### config.mk
export PLATFORM = sky130hd
export DESIGN_NAME = utf8_sanitizer
export DESIGN_NICKNAME = d
export VERILOG_FILES = /design/src/rtl/u8s_pkg.sv /design/src/rtl/u8s_ctrl.sv /design/src/rtl/u8s_dp.sv /design/src/rtl/utf8_sanitizer.sv
export SDC_FILE = /design/constraint.sdc
export NUM_CORES = 1
export LEC_CHECK = 0
export ABC_AREA = 0
export BUFFER_PORTS_ARGS = -buffer_cell sky130_fd_sc_hd__buf_2
export CAP_MARGIN = 25
export CORE_UTILIZATION = 25
export DETAILED_ROUTE_END_ITERATION = 8
export MAX_ROUTING_LAYER = met4
export SLEW_MARGIN = 20
export SYNTH_ARGS = -nofsm -noshare
export SYNTH_HDL_FRONTEND = slang
export SYNTH_SLANG_ARGS = --single-unit
export TNS_END_PERCENT = 20
### constraint.sdc
create_clock -name i_clk -period 3.7 [get_ports i_clk]
set_input_delay 0.74 -clock i_clk [delete_from_list [all_inputs] [get_ports i_clk]]
set_output_delay 0.74 -clock i_clk [all_outputs]
set_load 0.02 [all_outputs]
### src/rtl/u8s_pkg.sv
// Shared types and constants for the UTF-8 sanitizer.
package u8s_pkg;

    typedef struct packed {
        logic [7:0] data_byte;
        logic       end_of_stream;
    } t_in_item;

    typedef struct packed {
        logic [7:0] out_byte;
        logic       is_replacement;
        logic       run_last;
    } t_out_item;

    typedef enum logic {
        ST_IDLE,
        ST_EMIT
    } t_state;

    typedef struct packed {
        logic load;
        logic advance;
    } t_dp_cmd;

    typedef struct packed {
        logic plan_has_out;
        logic cur_avail;
        logic cur_last;
    } t_dp_status;

    localparam logic [7:0] REPL_B0 = 8'hEF;
    localparam logic [7:0] REPL_B1 = 8'hBF;
    localparam logic [7:0] REPL_B2 = 8'hBD;

    localparam logic [7:0] CONT_LO = 8'h80;
    localparam logic [7:0] CONT_HI = 8'hBF;

    localparam logic [20:0] NONCHAR_LO = 21'h00FDD0;
    localparam logic [20:0] NONCHAR_HI = 21'h00FDEF;
    localparam logic [15:0] NONCHAR_END = 16'hFFFE;

endpackage

### src/rtl/u8s_ctrl.sv
// Handshake controller for the UTF-8 sanitizer.
module u8s_ctrl (
    input  logic                i_clk,
    input  logic                i_rst_n,
    input  logic                i_in_valid,
    output logic                o_in_stall,
    output logic                o_out_valid,
    input  logic                i_out_stall,
    output u8s_pkg::t_dp_cmd    o_cmd,
    input  u8s_pkg::t_dp_status i_status
);

    u8s_pkg::t_state r_state;
    u8s_pkg::t_state n_state;
    logic            last_taken;

    assign last_taken = (r_state == u8s_pkg::ST_EMIT) && !i_out_stall && i_status.cur_last;

    always_comb begin
        n_state = r_state;
        case (r_state)
            u8s_pkg::ST_IDLE: begin
                if (i_in_valid && i_status.plan_has_out) begin
                    n_state = u8s_pkg::ST_EMIT;
                end
            end
            u8s_pkg::ST_EMIT: begin
                if (last_taken) begin
                    if (i_in_valid && i_status.plan_has_out) begin
                        n_state = u8s_pkg::ST_EMIT;
                    end else begin
                        n_state = u8s_pkg::ST_IDLE;
                    end
                end
            end
            default: n_state = u8s_pkg::ST_IDLE;
        endcase
    end

    always_comb begin
        o_in_stall   = 1'b1;
        o_out_valid  = 1'b0;
        o_cmd        = '0;
        case (r_state)
            u8s_pkg::ST_IDLE: begin
                o_in_stall = 1'b0;
            end
            u8s_pkg::ST_EMIT: begin
                o_out_valid   = 1'b1;
                o_in_stall    = !last_taken;
                o_cmd.advance = !i_out_stall;
            end
            default: begin
                o_in_stall = 1'b1;
            end
        endcase
        o_cmd.load = i_in_valid && !o_in_stall;
    end

    always_ff @(posedge i_clk) begin
        if (!i_rst_n) begin
            r_state <= u8s_pkg::ST_IDLE;
        end else begin
            r_state <= n_state;
        end
    end

    a_emit_has_data: assert property (@(posedge i_clk) disable iff (!i_rst_n)
        (r_state == u8s_pkg::ST_EMIT) |-> i_status.cur_avail)
        else $error("emitting with empty output plan");

    a_idle_no_data: assert property (@(posedge i_clk) disable iff (!i_rst_n)
        (r_state == u8s_pkg::ST_IDLE) |-> !i_status.cur_avail)
        else $error("idle with output bytes pending");

    a_load_goes_emit: assert property (@(posedge i_clk) disable iff (!i_rst_n)
        (o_cmd.load && i_status.plan_has_out) |=> (r_state == u8s_pkg::ST_EMIT))
        else $error("transaction with results did not start emission");

endmodule

### src/rtl/u8s_dp.sv
// Decode datapath: sequence state, output plan and output byte selection.
module u8s_dp (
    input  logic                i_clk,
    input  logic                i_rst_n,
    input  u8s_pkg::t_in_item   i_item,
    input  u8s_pkg::t_dp_cmd    i_cmd,
    output u8s_pkg::t_dp_status o_status,
    output u8s_pkg::t_out_item  o_item
);

    typedef enum logic [1:0] {
        SB_PASS,
        SB_REPL,
        SB_HOLD
    } t_sb_kind;

    logic [7:0]  r_held [3];
    logic [1:0]  r_cnt;
    logic [2:0]  r_len;
    logic [20:0] r_cp;

    logic [7:0]  n_held [3];
    logic [1:0]  n_cnt;
    logic [2:0]  n_len;
    logic [20:0] n_cp;

    logic [2:0]  r_repl_cnt;
    logic [2:0]  r_pass_cnt;
    logic [7:0]  r_pass_buf [4];
    logic [1:0]  r_sub;
    logic [1:0]  r_pidx;

    logic [2:0]  plan_repl;
    logic [2:0]  plan_pass;
    logic [7:0]  plan_buf [4];

    logic [7:0]  b;
    t_sb_kind    sb_kind;
    logic [2:0]  sb_len;
    logic [20:0] sb_cp;
    logic        ascii_bad;
    logic [7:0]  lo;
    logic [7:0]  hi;
    logic        fits;
    logic [20:0] cp_new;
    logic        complete;
    logic        nonchar;
    logic        repl_phase;
    logic        cur_last;

    assign b = i_item.data_byte;

    always_comb begin
        ascii_bad = (b <= 8'h08) || (b == 8'h0B) || ((b >= 8'h0E) && (b <= 8'h1F))
                    || (b == 8'h7F);
        sb_kind = SB_REPL;
        sb_len  = 3'd0;
        sb_cp   = '0;
        if (b < 8'h80) begin
            sb_kind = ascii_bad ? SB_REPL : SB_PASS;
        end else if ((b >= 8'hC2) && (b <= 8'hDF)) begin
            sb_kind = SB_HOLD;
            sb_len  = 3'd2;
            sb_cp   = {16'd0, b[4:0]};
        end else if ((b >= 8'hE0) && (b <= 8'hEF)) begin
            sb_kind = SB_HOLD;
            sb_len  = 3'd3;
            sb_cp   = {17'd0, b[3:0]};
        end else if ((b >= 8'hF0) && (b <= 8'hF4)) begin
            sb_kind = SB_HOLD;
            sb_len  = 3'd4;
            sb_cp   = {18'd0, b[2:0]};
        end
    end

    always_comb begin
        lo = u8s_pkg::CONT_LO;
        hi = u8s_pkg::CONT_HI;
        if (r_cnt == 2'd1) begin
            case (r_held[0])
                8'hE0:   lo = 8'hA0;
                8'hED:   hi = 8'h9F;
                8'hF0:   lo = 8'h90;
                8'hF4:   hi = 8'h8F;
                default: lo = u8s_pkg::CONT_LO;
            endcase
        end
        fits     = (b >= lo) && (b <= hi);
        cp_new   = {r_cp[14:0], b[5:0]};
        complete = (({1'b0, r_cnt} + 3'd1) >= r_len);
        nonchar  = ((cp_new[15:0] & u8s_pkg::NONCHAR_END) == u8s_pkg::NONCHAR_END)
                   || ((cp_new >= u8s_pkg::NONCHAR_LO) && (cp_new <= u8s_pkg::NONCHAR_HI));
    end

    always_comb begin
        n_held    = r_held;
        n_cnt     = r_cnt;
        n_len     = r_len;
        n_cp      = r_cp;
        plan_repl = 3'd0;
        plan_pass = 3'd0;
        for (int i = 0; i < 4; i++) begin
            plan_buf[i] = b;
        end
        if (i_item.end_of_stream) begin
            plan_repl = (r_cnt != 2'd0) ? 3'd1 : 3'd0;
            n_cnt = '0;
            n_len = '0;
            n_cp  = '0;
        end else if ((r_cnt != 2'd0) && fits) begin
            if (complete) begin
                if (nonchar) begin
                    plan_repl = 3'd1;
                end else begin
                    plan_pass = {1'b0, r_cnt} + 3'd1;
                    for (int i = 0; i < 3; i++) begin
                        plan_buf[i] = (i < int'(r_cnt)) ? r_held[i] : b;
                    end
                end
                n_cnt = '0;
                n_len = '0;
                n_cp  = '0;
            end else begin
                n_held[r_cnt] = b;
                n_cnt = r_cnt + 2'd1;
                n_cp  = cp_new;
            end
        end else begin
            // empty state, or a bad follow byte: lead and held tail each give one U+FFFD
            plan_repl = {1'b0, r_cnt};
            n_cnt = '0;
            n_len = '0;
            n_cp  = '0;
            case (sb_kind)
                SB_PASS: plan_pass = 3'd1;
                SB_REPL: plan_repl = {1'b0, r_cnt} + 3'd1;
                SB_HOLD: begin
                    n_held[0] = b;
                    n_cnt = 2'd1;
                    n_len = sb_len;
                    n_cp  = sb_cp;
                end
                default: plan_repl = {1'b0, r_cnt} + 3'd1;
            endcase
        end
    end

    assign repl_phase = (r_repl_cnt != 3'd0);

    always_comb begin
        o_item = '0;
        if (repl_phase) begin
            o_item.is_replacement = 1'b1;
            case (r_sub)
                2'd0:    o_item.out_byte = u8s_pkg::REPL_B0;
                2'd1:    o_item.out_byte = u8s_pkg::REPL_B1;
                default: o_item.out_byte = u8s_pkg::REPL_B2;
            endcase
            cur_last = (r_repl_cnt == 3'd1) && (r_sub == 2'd2) && (r_pass_cnt == 3'd0);
        end else begin
            o_item.out_byte = r_pass_buf[r_pidx];
            cur_last = (({1'b0, r_pidx} + 3'd1) == r_pass_cnt);
        end
        o_item.run_last = cur_last;
    end

    assign o_status.plan_has_out = (plan_repl != 3'd0) || (plan_pass != 3'd0);
    assign o_status.cur_avail    = repl_phase || (r_pass_cnt != 3'd0);
    assign o_status.cur_last     = cur_last;

    always_ff @(posedge i_clk) begin
        if (!i_rst_n) begin
            r_cnt      <= '0;
            r_len      <= '0;
            r_cp       <= '0;
            r_repl_cnt <= '0;
            r_pass_cnt <= '0;
            r_sub      <= '0;
            r_pidx     <= '0;
        end else if (i_cmd.load) begin
            r_cnt      <= n_cnt;
            r_len      <= n_len;
            r_cp       <= n_cp;
            r_repl_cnt <= plan_repl;
            r_pass_cnt <= plan_pass;
            r_sub      <= '0;
            r_pidx     <= '0;
        end else if (i_cmd.advance) begin
            if (repl_phase) begin
                if (r_sub == 2'd2) begin
                    r_sub      <= '0;
                    r_repl_cnt <= r_repl_cnt - 3'd1;
                end else begin
                    r_sub <= r_sub + 2'd1;
                end
            end else if (cur_last) begin
                r_pass_cnt <= '0;
            end else begin
                r_pidx <= r_pidx + 2'd1;
            end
        end
    end

    always_ff @(posedge i_clk) begin
        if (i_cmd.load) begin
            r_held     <= n_held;
            r_pass_buf <= plan_buf;
        end
    end

    a_held_shape: assert property (@(posedge i_clk) disable iff (!i_rst_n)
        (r_cnt != 2'd0) |-> ((r_len >= 3'd2) && (r_len <= 3'd4) && ({1'b0, r_cnt} < r_len)))
        else $error("held count inconsistent with sequence length");

    a_plan_bounds: assert property (@(posedge i_clk) disable iff (!i_rst_n)
        (r_repl_cnt <= 3'd4) && (r_pass_cnt <= 3'd4))
        else $error("output plan out of range");

    a_pass_index: assert property (@(posedge i_clk) disable iff (!i_rst_n)
        (!repl_phase && (r_pass_cnt != 3'd0)) |-> ({1'b0, r_pidx} < r_pass_cnt))
        else $error("pass index beyond pass count");

endmodule

### src/rtl/utf8_sanitizer.sv
// Top level of the streaming UTF-8 sanitizer.
// Takes one raw byte (or an end-of-stream marker) per input transaction and gives back
// sanitized UTF-8, one byte per output transaction, with run_last on the final byte caused
// by each input. An input's results, 0 to 12 bytes, go into the output plan register and
// leave at one byte per cycle while the output is not stalled. The next input is accepted
// in the cycle its predecessor's last byte is taken, or at once when nothing is pending, so
// plain ASCII streams run at one byte per cycle unless the output stalls. An input with no
// result (held lead or continuation byte, empty flush) is absorbed. Replacements are EF BF BD.
module utf8_sanitizer (
    input  logic               i_clk,
    input  logic               i_rst_n,
    input  logic               i_in_valid,
    output logic               o_in_stall,
    input  u8s_pkg::t_in_item  i_in_data,
    output logic               o_out_valid,
    input  logic               i_out_stall,
    output u8s_pkg::t_out_item o_out_data
);

    u8s_pkg::t_dp_cmd    cmd;
    u8s_pkg::t_dp_status status;

    u8s_ctrl u_ctrl (
        .i_clk       (i_clk),
        .i_rst_n     (i_rst_n),
        .i_in_valid  (i_in_valid),
        .o_in_stall  (o_in_stall),
        .o_out_valid (o_out_valid),
        .i_out_stall (i_out_stall),
        .o_cmd       (cmd),
        .i_status    (status)
    );

    u8s_dp u_dp (
        .i_clk    (i_clk),
        .i_rst_n  (i_rst_n),
        .i_item   (i_in_data),
        .i_cmd    (cmd),
        .o_status (status),
        .o_item   (o_out_data)
    );

endmodule
==> results.yml, run 1 <==
run_status:
  status: "finished, final reports clean"
pwr:
  p_clk_frac: 0.408
  p_sw_w: 0.0005082
  p_total_w: 0.002171
  switching_share: 0.2341
  power_frac_comb: 0.093
  seqPwrFrac: 0.499
  ir_drop_v: 0.0002648
  power.density_mw_per_mm2: 433.9
  internal_power_w: 0.001663
  p_leak_nw: 1.769
floorplan:
  start_util: 0.2593
  fp.dieArea_mm2: 0.01798
  die_y_um: 134.1
  io_pins: 25
  rows: 47
  die_w_um: 134.1
  coreArea_mm2: 0.01682
cts:
  cts_tree: "built"
  cts_sinks: 87
  hold_buffers: 0
  htree_num_levels: 3
  ctsResizeCount: 0
  clk_pin_slew_ps: 60
  clockBufferDepth: 2
  cts-root-buf: "clkbuf_16"
  insertion_delay_ps: 340
  postCtsSetupBuffers: 0
  numCtsBuffers: 9
synthesis:
  netlist_top_cells_count: "edfxtp_1 (56), dfxtp_1 (31), nand2_1 (31)"
  synthFlopType: "edfxtp_1"
  synth_most_common_cell: "edfxtp_1"
  netlist_instances: 373
  synth_edf_count: 56
  yosys_warnings: 0
  synth.net_count: 402
  synth_top_area_share: 0.3855
  ys_ff_latch: 87
  yosys-top-cells-area: "edfxtp_1 (39%), dfxtp_1 (14%), ha_1 (4.6%)"
  async_reset_ff_frac: 0
  synth_area_mm2: 0.004362
  yosysTopAreaCell: "edfxtp_1"
  syn_area_per_cell_um2: 11.69
  ys_seq_area_frac: 0.5278
  synth_cell_type_count: 60
placement:
  dpl_cell_area_mm2: 0.004716
  dpl.hpwl_um: 7006
  place_ws_ps: 394.0
  place_congestion: 0.8897
  io_buffer_count: 24
final_layout:
  fin_area_mm2: 0.005004
  antennaDiodeCount: 0
  area_delta_synth_final_pct: 14.72
  finalNetCount: 427
  drive_above_1_share: 0.2214
sta:
  hold_viol: 0
  relSlewSlack: 0.5424
  grt_setup_unrepaired: "false"
  worst_slack_ps: 391.7
  tns_ps: 0
  fin_skew_ps: 8.820
  min_period_over_period: 0.8941
  slew_violations: 0
  whs_ps: 470.3
  setup_viol: 0
  clock.fmax_ghz: 0.3023
  worst_pin_slew_ps: 683.8
  period_needed_ps: 3308
global_route:
  grt_overflow_total: 0
  antenna_found_initial: 0
  grt_pass1_wl_um: 16020
  grt_usage: 0.1185
  first_global_vias: 2943
  grt_max_degree: 34
routing:
  topRoutingLayerUsed: "met4"
  vias_per_cell: 4.786
  vias: 2977
  wl_per_cell_um: 15.67
  drc: 0
  drt-initial-drc-count: 219
  m1WireLength_um: 4534
  wirelength_um: 9748
  postRouteAntennaNets: 0
  wl_met3_um: 491
  wl_met2_um: 4607
  drt-pass1-iter-count: 6
critical_path:
  cp.required_ps: 3790
  slowest_stage: "dfxtp_1"
  startpoint: "u_dp.r_cnt[0]"
  cp_common_cell: "ha_1"
  start_kind: "flop"
  arrival_ps: 3400
  max_stage_delay_ps: 500
  ff2ff_setup_slack_ps: 390
  r2r-start: "u_dp.r_cnt[0]"
  critPathMaxFanout: 8
  path_cells: "ha_1 -> nand2_1 -> nor2_1 -> nand3_1 -> nor3_1 -> ha_1 -> a21oi_1 -> a31oi_1 -> a211oi_2 -> nor3b_2 -> nor2b_4 -> nand2_2 -> mux2_2"
  cp-end-kind: "flop"
  reg2reg_depth: 13
  critical_path_class: "flop to flop"
worst_hold_path:
  hold_path_depth: 2
  hold_start: "u_dp.r_len[0]"
  hold_path_class: "flop to flop"
flow_run:
  drv_cap: 0
-- power groups by stage --
stage	clock, W	sequential (W)	combinational [W]
CTS	0.000898	0.00108	0.000204
floorplan	0	0.00110	0.000141
global route	0.000943	0.00109	0.000222
detailed placement	0	0.00110	0.000204
global placement	0	0.00110	0.000200
finish	0.000885	0.00108	0.000203
-- area by class of cell --
type                            instances  area (µm²)
Clock buffer                           10       229.0
Clock inverter                          5       58.81
Fill cell                            1721       11820
Inverter                               18       67.56
Multi-Input combinational cell        247        1868
Sequential cell                        87        2302
Tap cell                              220       275.3
Timing Repair Buffer                   35       202.7
-- through the flow --
stage,cells,utilization
floorplan,373,-
global placement,607,0.2804
detailed placement,607,0.2804
CTS,622,0.2975
global route,622,0.2975
finish,622,0.2975
-- routing by layer --
metal / vias to the layer above / global-route usage
li1: 1443 / -
met1: 1451 / 0.1508
met2: 72 / 0.1880
met3: 11 / 0.02834
met4: 0 / 0.03184
met5: - / -
-- worst max-delay path, delay by kind of cell (launching register included) --
kind / cells / cell delay, ps
flip-flops: 1 / 500
AND/OR/NAND/NOR: 7 / 1310
adder cells (fa/ha/maj): 2 / 490
multiplexers: 1 / 310
AO/OA/AOI/OAI: 3 / 460
-- layout by cell type, fill, tap and decap left out, types with 3 or more instances in the layout --
cell	count
a21oi_1	15
a22o_1	10
a22oi_1	3
a31o_2	3
buf_2	24
buf_4	11
clkbuf_16	9
dfxtp_1	31
edfxtp_1	56
ha_1	16
inv_1	17
mux2_2	7
mux2_4	7
mux2i_1	4
mux4_2	8
nand2_1	31
nand2b_1	10
nand3_1	16
nand4_1	5
nor2_1	24
nor3_1	6
nor4_1	3
o21a_1	3
o21ai_0	21
or3_1	3
xnor2_1	5
-- logic make-up (layout without fill, tap and decap cells) --
group | count (synthesis) | after routing | synth area share
multiplexers | 26 | 26 | 0.09266
XOR/XNOR | 7 | 7 | 0.01406
flip-flops | 87 | 87 | 0.5278
buffers and inverters | 39 | 68 | 0.04389
AND/OR/NAND/NOR | 121 | 121 | 0.1529
adder cells (fa/ha/maj) | 16 | 16 | 0.04590
AO/OA/AOI/OAI | 77 | 77 | 0.1228
-- path summary, 6_finish.rpt --
kind,end
setup / recovery,u_dp.r_pass_buf[10]
hold reg to reg,u_dp.r_len[0]
setup reg to reg,u_dp.r_pass_buf[10]
hold / removal,u_dp.r_len[0]
No activity file was read; power rests on OpenSTA's default activity.
==> run 2, diff against run 1 <==
clock period = 3.76 ns   (was 3.7 ns; I/O delays follow)
==> results.yml, run 2 (synthesis results as in run 1) <==
sta:
  tns_ps: 0
  slew_violations: 0
  clock.fmax_ghz: 0.2961
  period_needed_ps: 3377
  hold_viol: 0
  grt_setup_unrepaired: "false"
  min_period_over_period: 0.8981
  setup_viol: 0
  worst_pin_slew_ps: 695.5
  whs_ps: 467.9
  fin_skew_ps: 9.548
  relSlewSlack: 0.5347
global_route:
  grt_usage: 0.1161
  globalRoute.busiestLayer: "met2"
  met2_usage: 0.1796
  met1_usage: 0.1454
  antenna_found_initial: 0
  grt_overflow_total: 0
  first_global_vias: 2925
  grt_pass1_wl_um: 15490
  grt_max_degree: 38
  grtUsageMet3: 0.03023
floorplan:
  start_util: 0.2593
  rows: 47
  die_y_um: 134.1
  io_pins: 25
  fp.dieArea_mm2: 0.01798
  die_w_um: 134.1
  coreArea_mm2: 0.01682
cts:
  cts-root-buf: "clkbuf_16"
  hold_buffers: 0
  numCtsBuffers: 9
  clockBufferDepth: 2
  cts_sinks: 87
  insertion_delay_ps: 340
  clk_pin_slew_ps: 60
  cts_tree: "built"
  htree_num_levels: 3
  postCtsSetupBuffers: 0
  ctsResizeCount: 0
critical_path:
  critical_path_class: "flop to flop"
  cp.required_ps: 3750
  crit_family: "simple AND/OR/NAND/NOR gates"
  path_cells: "ha_1 -> nand2_1 -> nor2_1 -> nand3_1 -> nor3_1 -> ha_1 -> a21oi_1 -> a31oi_1 -> a211oi_2 -> buf_4 -> nand2_1 -> nor2_1 -> and3_1"
  critPathMaxFanout: 9
  slowest_stage: "dfxtp_1"
  start_kind: "flop"
  max_stage_delay_ps: 500
  crit_buf_inv: 1
  cp-end-kind: "flop"
  arrival_ps: 3370
pwr:
  p_leak_nw: 1.763
  seqPwrFrac: 0.515
  power_frac_comb: 0.095
  p_clk_frac: 0.390
  power.density_mw_per_mm2: 415.5
  switching_share: 0.2421
  ir_drop_v: 0.0001966
  p_sw_w: 0.0005008
  internal_power_w: 0.001568
final_layout:
  fin_area_mm2: 0.004980
  final_common_cell: "edfxtp_1"
  area_delta_synth_final_pct: 14.17
  finalNetCount: 427
  mostFrequentLayoutCells: "edfxtp_1 (56), nand2_1 (31), dfxtp_1 (31)"
  drive_above_1_share: 0.2214
  antennaDiodeCount: 0
worst_hold_path:
  hold_path_class: "flop to flop"
routing:
  vias: 2945
  vias_per_cell: 4.735
  postRouteAntennaNets: 0
  wl_per_cell_um: 15.46
  drc: 0
  drt-initial-drc-count: 257
  drt-pass1-iter-count: 4
  wirelength_um: 9617
flow_run:
  drv_cap: 0
placement:
  dpl_cell_area_mm2: 0.004716
  io_buffer_count: 24
  dpl.hpwl_um: 6972
  place_congestion: 0.8707
run_status:
  status: "finished, final reports clean"
-- run 2: layout make-up --
type	instances	area, µm²
timing repair buffer	35	202.7
fill	1740	11840
sequential	87	2302
multi-input combinational	247	1868
tap	220	275.3
clock buffer	10	229.0
inverter	18	67.56
clock inverter	5	35.03
-- run 2: path summary, 6_finish.rpt --
| kind | startpoint | end | slack (ps) | depth (start not counted) |
|---|---|---|---|---|
| setup / recovery | u_dp.r_cnt[0] | flop | 380 | 13 |
| hold / removal | u_dp.r_len[0] | u_dp.r_len[0] | 470 | 2 |
| setup reg to reg | u_dp.r_cnt[0] | flop | 380 | 13 |
| hold reg to reg | u_dp.r_len[0] | u_dp.r_len[0] | 470 | 2 |
-- run 2: tightest hold or removal path, delay by kind of cell (launching register included) --
| kind | cells | cell delay, ps |
|---|---|---|
| AO/OA/AOI/OAI | 1 | 50 |
| AND/OR/NAND/NOR | 1 | 50 |
| flip-flops | 1 | 310 |
-- run 2: power by group through the flow --
stage | combinational (W) | sequential (W) | clock, W
detailed placement | 0.000199 | 0.00109 | 0
floorplan | 0.000139 | 0.00108 | 0
finish | 0.000197 | 0.00107 | 0.000806
global route | 0.000217 | 0.00107 | 0.000861
CTS | 0.000199 | 0.00107 | 0.000822
global placement | 0.000196 | 0.00109 | 0
-- run 2: metrics by stage --
stage | setup slack [ps] | total power [W] | std cells | utilization
floorplan | 672.5 | 0.001221 | 373 | -
global placement | 509.0 | 0.001282 | 607 | 0.2804
detailed placement | 371.6 | 0.001285 | 607 | 0.2804
CTS | 358.5 | 0.002087 | 622 | 0.2961
global route | 90.00 | 0.002147 | 622 | 0.2961
finish | 383.1 | 0.002069 | 622 | 0.2961
-- run 2: per-layer routing --
layer	vias to the layer above	share of wire	wire length, µm
met1	1439	0.47	4551
met3	13	0.039	378
met2	57	0.47	4476
met4	0	0.022	211
li1	1436	-	-
met5	-	0	0
